[src/hw/rtl/ffp_pkg.sv]
// ----------------------------------------------------------------------------
// ffp_pkg: shared types and constants for the fundamental matrix block
// Holds field widths, the cyclic row tables and the queue word format.
// ----------------------------------------------------------------------------
`default_nettype none

package ffp_pkg;

	localparam int EntryWidth   = 16;
	localparam int FractionBits = 12;
	localparam int ResultShift  = 3 * FractionBits;
	localparam int MinorWidth   = 2 * EntryWidth + 1;
	localparam int ProdWidth    = 2 * MinorWidth;
	localparam int AccWidth     = ProdWidth + 4;

	typedef logic signed [EntryWidth-1:0] elem_t;
	typedef logic signed [MinorWidth-1:0] minor_t;
	typedef logic signed [ProdWidth-1:0]  prod_t;
	typedef logic signed [AccWidth-1:0]   acc_t;

	// One queued word: a request for the nine entries. Matrices are
	// snapshotted into the back end when the request is taken.
	typedef struct packed {
		logic [11:0][EntryWidth-1:0] first_m;
		logic [11:0][EntryWidth-1:0] second_m;
	} req_t;

	typedef enum logic [1:0] {
		BK_IDLE,
		BK_MINOR,
		BK_PROD,
		BK_OUT
	} bk_state_t;

	function automatic logic [1:0] next_row(input logic [1:0] r);
		case (r)
			2'd0:    next_row = 2'd1;
			2'd1:    next_row = 2'd2;
			default: next_row = 2'd0;
		endcase
	endfunction

	function automatic logic [1:0] after_next_row(input logic [1:0] r);
		case (r)
			2'd0:    after_next_row = 2'd2;
			2'd1:    after_next_row = 2'd0;
			default: after_next_row = 2'd1;
		endcase
	endfunction

endpackage

`default_nettype wire

[src/hw/rtl/ffp_front.sv]
// ----------------------------------------------------------------------------
// ffp_front: element loader
// Stores each accepted element and hands a compute request to the queue.
// ----------------------------------------------------------------------------
`default_nettype none

module ffp_front import ffp_pkg::*; (
	input  wire logic        clk,
	input  wire logic        arst_n,
	input  wire logic        valid,
	output logic             stall,
	input  wire logic        matrix_select,
	input  wire logic [1:0]  row_index,
	input  wire logic [1:0]  column_index,
	input  wire logic [15:0] element_value,
	input  wire logic        compute_now,
	output logic             req_valid,
	input  wire logic        req_stall,
	output req_t             req
);

	logic [11:0][EntryWidth-1:0] first_q, second_q, first_d, second_d;
	logic [3:0] addr;
	logic       acc;

	assign stall = req_stall;
	assign acc   = valid && !stall;
	assign addr  = {row_index, 2'b00} + {2'b00, column_index};

	// Forward the element being written so the request sees it.
	always_comb begin
		first_d  = first_q;
		second_d = second_q;
		if (row_index != 2'd3) begin
			if (matrix_select) second_d[addr] = element_value[EntryWidth-1:0];
			else               first_d[addr]  = element_value[EntryWidth-1:0];
		end
	end

	always_ff @(posedge clk or negedge arst_n) begin
		if (!arst_n) begin
			first_q  <= '0;
			second_q <= '0;
		end else if (acc) begin
			first_q  <= first_d;
			second_q <= second_d;
		end
	end

	assign req_valid     = acc && compute_now;
	assign req.first_m   = first_d;
	assign req.second_m  = second_d;

endmodule

`default_nettype wire

[config.mk]
export PLATFORM = sky130hd
export DESIGN_NAME = ffp_front
export DESIGN_NICKNAME = d
export VERILOG_FILES = /design/src/hw/rtl/ffp_pkg.sv /design/src/hw/rtl/ffp_front.sv
export SDC_FILE = /design/constraint.sdc
export NUM_CORES = 1
export LEC_CHECK = 0
export CAP_MARGIN = 10
export CORE_MARGIN = 1
export CORE_UTILIZATION = 35
export DETAILED_ROUTE_END_ITERATION = 10
export DONT_BUFFER_PORTS = 1
export HOLD_SLACK_MARGIN = 0.15
export MAX_ROUTING_LAYER = met4
export PLACE_DENSITY = 0.58
export SETUP_SLACK_MARGIN = 0.02
export SKIP_LAST_GASP = 1
export SYNTH_ARGS = -nofsm -noshare
export SYNTH_HDL_FRONTEND = slang
export SYNTH_SLANG_ARGS = --single-unit
[constraint.sdc]
create_clock -name clk -period 4.9 [get_ports clk]
set_input_delay 0.49 -clock clk [delete_from_list [all_inputs] [get_ports clk]]
set_output_delay 0.49 -clock clk [all_outputs]
set_load 0.01 [all_outputs]
==> run_results.csv <==
group,metric,value,unit
layout,layout-drive-gt1-share,0.682,
logic_synthesis,synth_edf_count,0,
critical_path,cp_slowest_stage_delay,0.99,ns
logic_synthesis,synth_cell_types,23,
grt,grt.total_usage,0.217,
cts,clk_latency,0.58,ns
critical_path,arrival,2.60,ns
detailed_routing,drt_pass1_iterations,4,
timing,min_period,3.09,ns
critical_path,slowest_stage,"nor2b_2",
cts,clockBufferDepth,3,
die,die_area,56600,sq um
grt,grt_overflow_total,0,
critical_path,start_kind,"input pin",
timing,fin_setup_tns,0,ns
placed_design,dp_cells,1973,
critical_path,cp.required,4.41,ns
power_and_ir_drop,power.switching,0.00225,W
cts,cts.reportedPaths.clkPinSlew,0.06,ns
grt,grt_pass1_wl,86.7,mm
cts,cts_made_buffers,44,
timing,hold_viol,384,
critical_path,crit_fanout,16,
detailed_routing,vias_per_cell,5.41,
timing,finalCritPeriodShare,0.631,
layout,syn_to_final_growth,10.6,%
cts,cts.htree.levels,2,
power_and_ir_drop,p_int,0.00627,W
critical_path,critPathBufInv,0,
timing,max_freq,323,MHz
layout,fillers,5232,
logic_synthesis,syn_inst,1363,
critical_path,crit_family,"simple AND/OR/NAND/NOR gates",
power_and_ir_drop,p_sw_frac,0.264,
grt,antenna_found_initial,0,
detailed_routing,drc_errors,0,
timing,slew_violations,0,
power_and_ir_drop,clkPwrFrac,0.391,
logic_synthesis,dominantRegCellSynth,"dfrtp_1",
placed_design,hpwl,35.7,mm
power_and_ir_drop,power.density,395,nW/um^2
timing,max_slew_margin,0.222,
cts,cts.hold.buffers_added,16,
cts,cts_num_sinks,384,
die,fp.dieW,238,microns
hold_path,hp-class,"in2async",
placed_design,gp_congestion,0.735,
layout,instances_no_fill,2070,
die,die_y,238,microns
cts,cts_resized,0,
timing,grt_setup_unrepaired,"no",
timing,worst_pin_slew,1.17,ns
logic_synthesis,yosysWarnings,0,
grt,grt_max_degree,385,
power_and_ir_drop,comb_power_share,0.164,
layout,final_cell_mix,"768 x mux2_2, 384 x dfrtp_1, 45 x clkbuf_16",
die,rows,86,
die,pin_count,412,
logic_synthesis,ys_async_sr_fraction,1.00,
power_and_ir_drop,pwr-share-seq,0.445,
die,start_util,0.354,
flow_run,max_cap_violations,0,
logic_synthesis,syn_area_per_cell,14.3,sq um
detailed_routing,dr.max_layer_used,"met4",
critical_path,path_cells,"nor3b_2, nor2b_2, mux2_2",
logic_synthesis,syn_area,19500,sq um
layout,diodes,0,
critical_path,critPathKind,"in2out",
detailed_routing,dr_total_vias,11204,
detailed_routing,wl,60.1,mm
power_and_ir_drop,irDropWorstVdd,0.247,mV
layout,finalNetCount,1313,
cts,post-cts-setup-buffers,0,
timing,skew,0,ns
detailed_routing,wl_met3,3.92,mm
outcome,outcome,"complete, but fails checks",
layout,layout_commonest_cell,"mux2_2",
logic_synthesis,synth.ff_latch_count,384,
detailed_routing,antenna_left,0,
detailed_routing,post_drt_wl_per_cell,29.0,microns
die,core_area,55100,sq um
detailed_routing,wl_met2,28.5,mm
detailed_routing,wl_met1,26.3,mm
timing,hold_ws,-0.395,ns
logic_synthesis,synth_seq_area_share,0.493,
critical_path,endpoint_kind,"output pin",
grt,first_global_vias,11571,
outcome,violations,"hold timing",
timing,setup_viol,0,
cts,cts_tree,"done",
detailed_routing,drtIter0Drc,550,
logic_synthesis,syn_nets,1389,
placed_design,place.port_buffers,0,
power_and_ir_drop,p_leak,10.2,nW
cts,root_buffer,"clkbuf_16",
layout,final_core_util,0.391,
per-stage QoR:
stage	cell area [sq um]	hold slack [ns]	total power, W	worst slack, ns
floorplan	19500	0.194	0.00494	2.49
global placement	19800	0.205	0.00512	1.87
detailed placement	19800	0.207	0.00515	1.80
CTS	21600	-0.422	0.00863	1.79
global route	21600	-0.422	0.00885	1.66
finish	21600	-0.395	0.00852	1.81
Yosys cell counts, types with 5 or more instances:
master    instances  area, sq um
nand2_2          26          163
mux2_2          768         8650
clkbuf_1         84          315
buf_2            31          155
nand2_1           7         26.3
buf_6            10          113
buf_4            18          135
nor2_1            8         30.0
dfrtp_1         384         9610
nor2b_1           5         31.3
power groups by stage:
| stage | combinational [W] | sequential [W] | clock (W) |
|---|---|---|---|
| 5_1_grt | 0.00147 | 0.00384 | 0.00354 |
| 4_1_cts | 0.00141 | 0.00379 | 0.00343 |
| 3_5_place_dp | 0.00131 | 0.00384 | 0 |
| 6_report | 0.00140 | 0.00379 | 0.00333 |
| 2_1_floorplan | 0.00117 | 0.00377 | 0 |
| 3_3_place_gp | 0.00129 | 0.00382 | 0 |
layer usage:
layer / track usage / vias up
met2: 0.344 / 341
li1: - / 4726
met1: 0.275 / 6047
met4: 0.0557 / 0
met5: - / -
met3: 0.0545 / 90
kinds of logic (layout without fill, tap and decap cells):
| family | after synthesis | count (layout) | share of synthesized area |
|---|---|---|---|
| multiplexers | 768 | 768 | 0.444 |
| flip-flops | 384 | 384 | 0.493 |
| buffers and inverters | 144 | 103 | 0.0370 |
| AND/OR/NAND/NOR | 67 | 67 | 0.0260 |
flip-flops by register name (all words and copies together) (netlist names):
signal / cells
first_q: 192
second_q: 192
final timing paths:
check / slack, ns / depth (start not counted) / endpoint / startpoint
setup / recovery: 1.81 / 3 / req[312] / matrix_select
hold / removal: -0.39 / 0 / second_q[1] / arst_n
setup reg to reg: 4.12 / 1 / second_q[163] / second_q[163]
hold reg to reg: 0.50 / 1 / first_q[71] / first_q[71]
max in group asynchronous: 4.68 / 0 / first_q[58] / arst_n
min in group clk: 0.24 / 2 / second_q[51] / row_index[1]
area by class of cell:
type / count / area (sq um) / share of cell area
clock buffers: 73 / 1360 / 0.0631
flip-flops and latches: 384 / 9610 / 0.446
clock inverters: 8 / 100 / 0.00464
well taps: 748 / 936 / 0.0434
multi-input cells: 835 / 9210 / 0.427
repair buffers: 22 / 345 / 0.0160
Note: power is estimated with default switching activity, not from simulation.
