===== config.mk =====
export PLATFORM = sky130hd
export DESIGN_NAME = ffp_queue
export DESIGN_NICKNAME = d
export VERILOG_FILES = /design/src/hw/rtl/ffp_pkg.sv /design/src/hw/rtl/ffp_queue.sv
export SDC_FILE = /design/constraint.sdc
export NUM_CORES = 1
export LEC_CHECK = 0
export ABC_CLOCK_PERIOD_IN_PS = 47400
export BUFFER_PORTS_ARGS = -buffer_cell sky130_fd_sc_hd__buf_4
export CAP_MARGIN = 0
export CORE_AREA = 2 2 299 301
export DETAILED_ROUTE_END_ITERATION = 10
export DIE_AREA = 0 0 301 303
export GPL_TIMING_DRIVEN = 0
export SLEW_MARGIN = 10
export SYNTH_ARGS = -nofsm -noshare
export SYNTH_HDL_FRONTEND = slang
export SYNTH_SLANG_ARGS = --single-unit

===== constraint.sdc =====
create_clock -name clk -period 47.4 [get_ports clk]
set_input_delay 9.48 -clock clk [delete_from_list [all_inputs] [get_ports clk]]
set_output_delay 9.48 -clock clk [all_outputs]
set_load 0.05 [all_outputs]

===== src/hw/rtl/ffp_pkg.sv =====
// ----------------------------------------------------------------------------
// ffp_pkg: shared types and constants for the fundamental matrix block
// Holds field widths, the cyclic row tables and the queue word format.
// ----------------------------------------------------------------------------
`default_nettype none

package ffp_pkg;

	localparam int EntryWidth   = 16;
	localparam int FractionBits = 12;
	localparam int ResultShift  = 3 * FractionBits;
	localparam int MinorWidth   = 2 * EntryWidth + 1;
	localparam int ProdWidth    = 2 * MinorWidth;
	localparam int AccWidth     = ProdWidth + 4;

	typedef logic signed [EntryWidth-1:0] elem_t;
	typedef logic signed [MinorWidth-1:0] minor_t;
	typedef logic signed [ProdWidth-1:0]  prod_t;
	typedef logic signed [AccWidth-1:0]   acc_t;

	// One queued word: a request for the nine entries. Matrices are
	// snapshotted into the back end when the request is taken.
	typedef struct packed {
		logic [11:0][EntryWidth-1:0] first_m;
		logic [11:0][EntryWidth-1:0] second_m;
	} req_t;

	typedef enum logic [1:0] {
		BK_IDLE,
		BK_MINOR,
		BK_PROD,
		BK_OUT
	} bk_state_t;

	function automatic logic [1:0] next_row(input logic [1:0] r);
		case (r)
			2'd0:    next_row = 2'd1;
			2'd1:    next_row = 2'd2;
			default: next_row = 2'd0;
		endcase
	endfunction

	function automatic logic [1:0] after_next_row(input logic [1:0] r);
		case (r)
			2'd0:    after_next_row = 2'd2;
			2'd1:    after_next_row = 2'd0;
			default: after_next_row = 2'd1;
		endcase
	endfunction

endpackage

`default_nettype wire


===== src/hw/rtl/ffp_queue.sv =====
// ----------------------------------------------------------------------------
// ffp_queue: two-entry request queue
// Decouples the loader from the determinant engine.
// ----------------------------------------------------------------------------
`default_nettype none

module ffp_queue import ffp_pkg::*; (
	input  wire logic clk,
	input  wire logic arst_n,
	input  wire logic wr_valid,
	output logic      wr_stall,
	input  req_t      wr_data,
	output logic      rd_valid,
	input  wire logic rd_take,
	output req_t      rd_data
);

	req_t       mem_q [2];
	logic       wp_q, rp_q;
	logic [1:0] cnt_q;
	logic       push, pop;

	assign wr_stall = (cnt_q == 2'd2);
	assign push     = wr_valid && !wr_stall;
	assign rd_valid = (cnt_q != 2'd0);
	assign pop      = rd_take && rd_valid;
	assign rd_data  = mem_q[rp_q];

	always_ff @(posedge clk) begin
		if (push) mem_q[wp_q] <= wr_data;
	end

	always_ff @(posedge clk or negedge arst_n) begin
		if (!arst_n) begin
			wp_q  <= 1'b0;
			rp_q  <= 1'b0;
			cnt_q <= 2'd0;
		end else begin
			if (push) wp_q <= ~wp_q;
			if (pop)  rp_q <= ~rp_q;
			cnt_q <= cnt_q + {1'b0, push} - {1'b0, pop};
		end
	end

	assert property (@(posedge clk) disable iff (!arst_n) cnt_q != 2'd3)
		else $error("queue count overflow");
	assert property (@(posedge clk) disable iff (!arst_n)
		(cnt_q == 2'd0) |-> !pop) else $error("pop from empty queue");
	assert property (@(posedge clk) disable iff (!arst_n)
		push && !pop |=> cnt_q == $past(cnt_q) + 2'd1)
		else $error("queue count did not track push");

endmodule

`default_nettype wire


==> flow_summary_export.csv <==
group,metric,value,unit
status,status,"completed",
synth,ys_types,17,
timing,skew,0.0174,ns
clocking,clk_pin_slew,0.06,ns
timing,max_slew_margin,53.8,%
global_route,antenna_found_initial,7,
finish,fin_area,38600,um2
synth,synth_compound_area_share,0,%
detailed_routing,ant_nets,0,
timing,period_needed,11.77,ns
synth,ys_ff_latch,772,
worst_setup_path,crit_path_cell_trace,"buf_6 -> buf_6 -> buf_6 -> mux2_2 -> buf_4",
pwr,peakVddDrop,45.8,uV
detailed_routing,wl,73300,um
finish,instances_no_fill,3330,
synth,synth.top_cells.by_count,"edfxtp_1, mux2_2, buf_6, mux2_4, dfrtp_1",
worst_setup_path,critPathTopFamily,"buffers and inverters",
timing,tns,0,ns
finish,final_util,43.9,%
global_route,grt_pass1_wl,102000,um
floorplanning,start_util,32.0,%
synth,synth_fa_ha_area_share,0.0888,%
detailed_routing,dr.pass1.iters,5,
detailed_routing,drc,0,
clocking,clk_latency,0.62,ns
synth,ys_warn_count,0,
worst_setup_path,cp.arrival,2.29,ns
synth,synthXorXnorAreaFrac,0.124,%
worst_setup_path,worst-path-buf-inv,4,
timing,setup_viol,0,
pwr,p_sw,1.16,mW
clocking,cts_tree,"done",
timing,period_share,24.8,%
timing,slew_violations,0,
clocking,holdBufCountCts,0,
synth,postSynthCellCount,1213,
global_route,grt.total_usage,15.3,%
place,dp_cells,3174,
worst_setup_path,crit_path_max_fanout,10,
pwr,power_density,74.7,nW/um2
synth,synth_top_area_share,81.9,%
timing,fmax,84.9,MHz
synth,synth_edf_count,768,
worst_setup_path,cp_common_cell,"buf_6",
global_route,grt_pass1_vias,15745,
timing,rsz0062_at_grt,"false",
pwr,p_seq_share,33.3,%
timing,setup_ws,35.63,ns
clocking,htreeDepth,3,
floorplanning,fp.dieW,301,um
timing,fin_hold_ws,0.508,ns
synth,syn_area_per_cell,23.2,um2
global_route,grt_max_degree,61,
place,gp_congestion,0.787,
place,post-dp-hpwl,54800,um
clocking,clkSinkCount,772,
synth,synth_nets,1603,
worst_setup_path,end_kind,"output port",
clocking,cts.path.max_buffers,3,
detailed_routing,route.vias.total,14762,
floorplanning,dieArea,91200,um2
synth,async_flop_share,0.518,%
pwr,clkPwrFrac,21.7,%
synth,seq_area_frac_synth,82.2,%
timing,hold_viol,0,
pwr,swShare,40.1,%
detailed_routing,viasPerCell,4.43,
clocking,cts_root_buf,"clkbuf_16",
pwr,p_total,2.89,mW
timing,worstMarginPinSlew,0.691,ns
worst_setup_path,crit_type,"reg -> out",
place,dpl_cell_area,36000,um2
finish,drive_above_1_share,62.0,%
synth,synth_area_leaders,"edfxtp_1, mux2_2, buf_6, mux2_4, dfrtp_1",
global_route,overflow,0,
floorplanning,coreArea,88000,um2
hold_path,hp-class,"reg -> reg",
clocking,postCtsSetupBuffers,0,
synth,netlist_area,28200,um2
worst_setup_path,required,37.92,ns
synth,synth_ff_type,"edfxtp_1",
worst_setup_path,startpoint_type,"flop",
finish,syn2layout_area_growth,37.1,%
synth,synth_top_cell_by_area,"edfxtp_1",
pwr,cell_internal_pwr,1.73,mW
synth,synth_mux_area_share,15.8,%
clocking,cts_made_buffers,84,
synth,synth_top_family_by_area,"multiplexers",
pwr,p_leak,14.4,nW
floorplanning,rows,109,
pwr,p_comb_share,45.1,%
worst_setup_path,critPathSlowestCell,"mux2_2",
place,pre_cts_ws,35.57,ns
synth,yosysMostFrequentCell,"edfxtp_1",
synth,synth-simple-area-share,0.116,%
clocking,cts_resized,0,
floorplanning,die_h,303,um
floorplanning,pin_count,774,
detailed_routing,routedWlPerCell,22.0,um
job,max-cap-violations,0,
detailed_routing,first_iter_violations,712,
place,port_buffers,773,
worst_setup_path,cpPeakStageDelay,0.41,ns
finish,fin_nets,2485,
final cells by class:
class | instances | area, um2
repair buffers | 796 | 6330
diodes | 5 | 12.5
clock buffers | 110 | 2250
flip-flops and latches | 772 | 23200
inverters | 2 | 7.51
multi-input cells | 396 | 4540
plain buffers | 43 | 465
fillers | 7798 | 49400
well taps | 1165 | 1460
clock inverters | 41 | 384
sequential cells by signal, summed over array words and instances, names as in the netlist:
register and cells:
rp_q 1, cnt_q 2, mem_q 768, wp_q 1
routing by layer:
layer | part of all wire [%] | track usage, % | vias up
li1 | - | - | 6636
met1 | 36 | 16.7 | 7490
met2 | 53 | 27.3 | 503
met3 | 7.9 | 5.51 | 131
met4 | 3.2 | 5.98 | 2
met5 | 0.022 | 0 | -
cells in the final DEF (no fill, tap or decap), drive strengths merged, types with 3 or more instances in the layout:
cell type  netlist  final
buf             43    839
bufinv           0      6
edfxtp         768    768
diode            0      5
clkinv           0     29
xnor2            3      3
clkbuf           0    110
inv              2      7
dfrtp            4      4
mux2           384    384
cell families (layout without fill, tap and decap cells):
group	Yosys count	after routing
other	0	5
XOR/XNOR	4	4
AND/OR/NAND/NOR	6	6
flip-flops	772	772
buffers and inverters	45	992
adder cells (fa/ha/maj)	2	2
multiplexers	384	384
worst register-to-register path, delay by kind of cell (launching register included):
kind,cells,cell delay [ns]
buffers and inverters,5,1.19
AND/OR/NAND/NOR,3,0.84
flip-flops,1,0.39
power groups by stage:
| stage | combinational [mW] | sequential, mW | clock (mW) |
|---|---|---|---|
| after detailed placement | 1.32 | 0.975 | 0 |
| final | 1.30 | 0.960 | 0.626 |
| after floorplan | 0.886 | 1.06 | 0 |
| after global routing | 1.35 | 0.972 | 0.673 |
| after global placement | 1.27 | 1.12 | 0 |
| after CTS | 1.32 | 0.961 | 0.647 |
worst paths after layout:
path	startpoint	end	slack (ns)	cells after the start
setup / recovery	rp_q$_DFFE_PN0P_	rd_data[238]	35.63	5
hold / removal	cnt_q[0]$_DFF_PN0_	cnt_q[0]$_DFF_PN0_	0.51	1
setup reg to reg	cnt_q[1]$_DFF_PN0_	mem_q[0][271]$_DFFE_PP_	44.64	8
hold reg to reg	cnt_q[0]$_DFF_PN0_	cnt_q[0]$_DFF_PN0_	0.51	1
max in group asynchronous	arst_n	wp_q$_DFFE_PN0N_	38.65	1
min in group asynchronous	arst_n	cnt_q[1]$_DFF_PN0_	8.64	1
(Power assumes the default switching activity.)
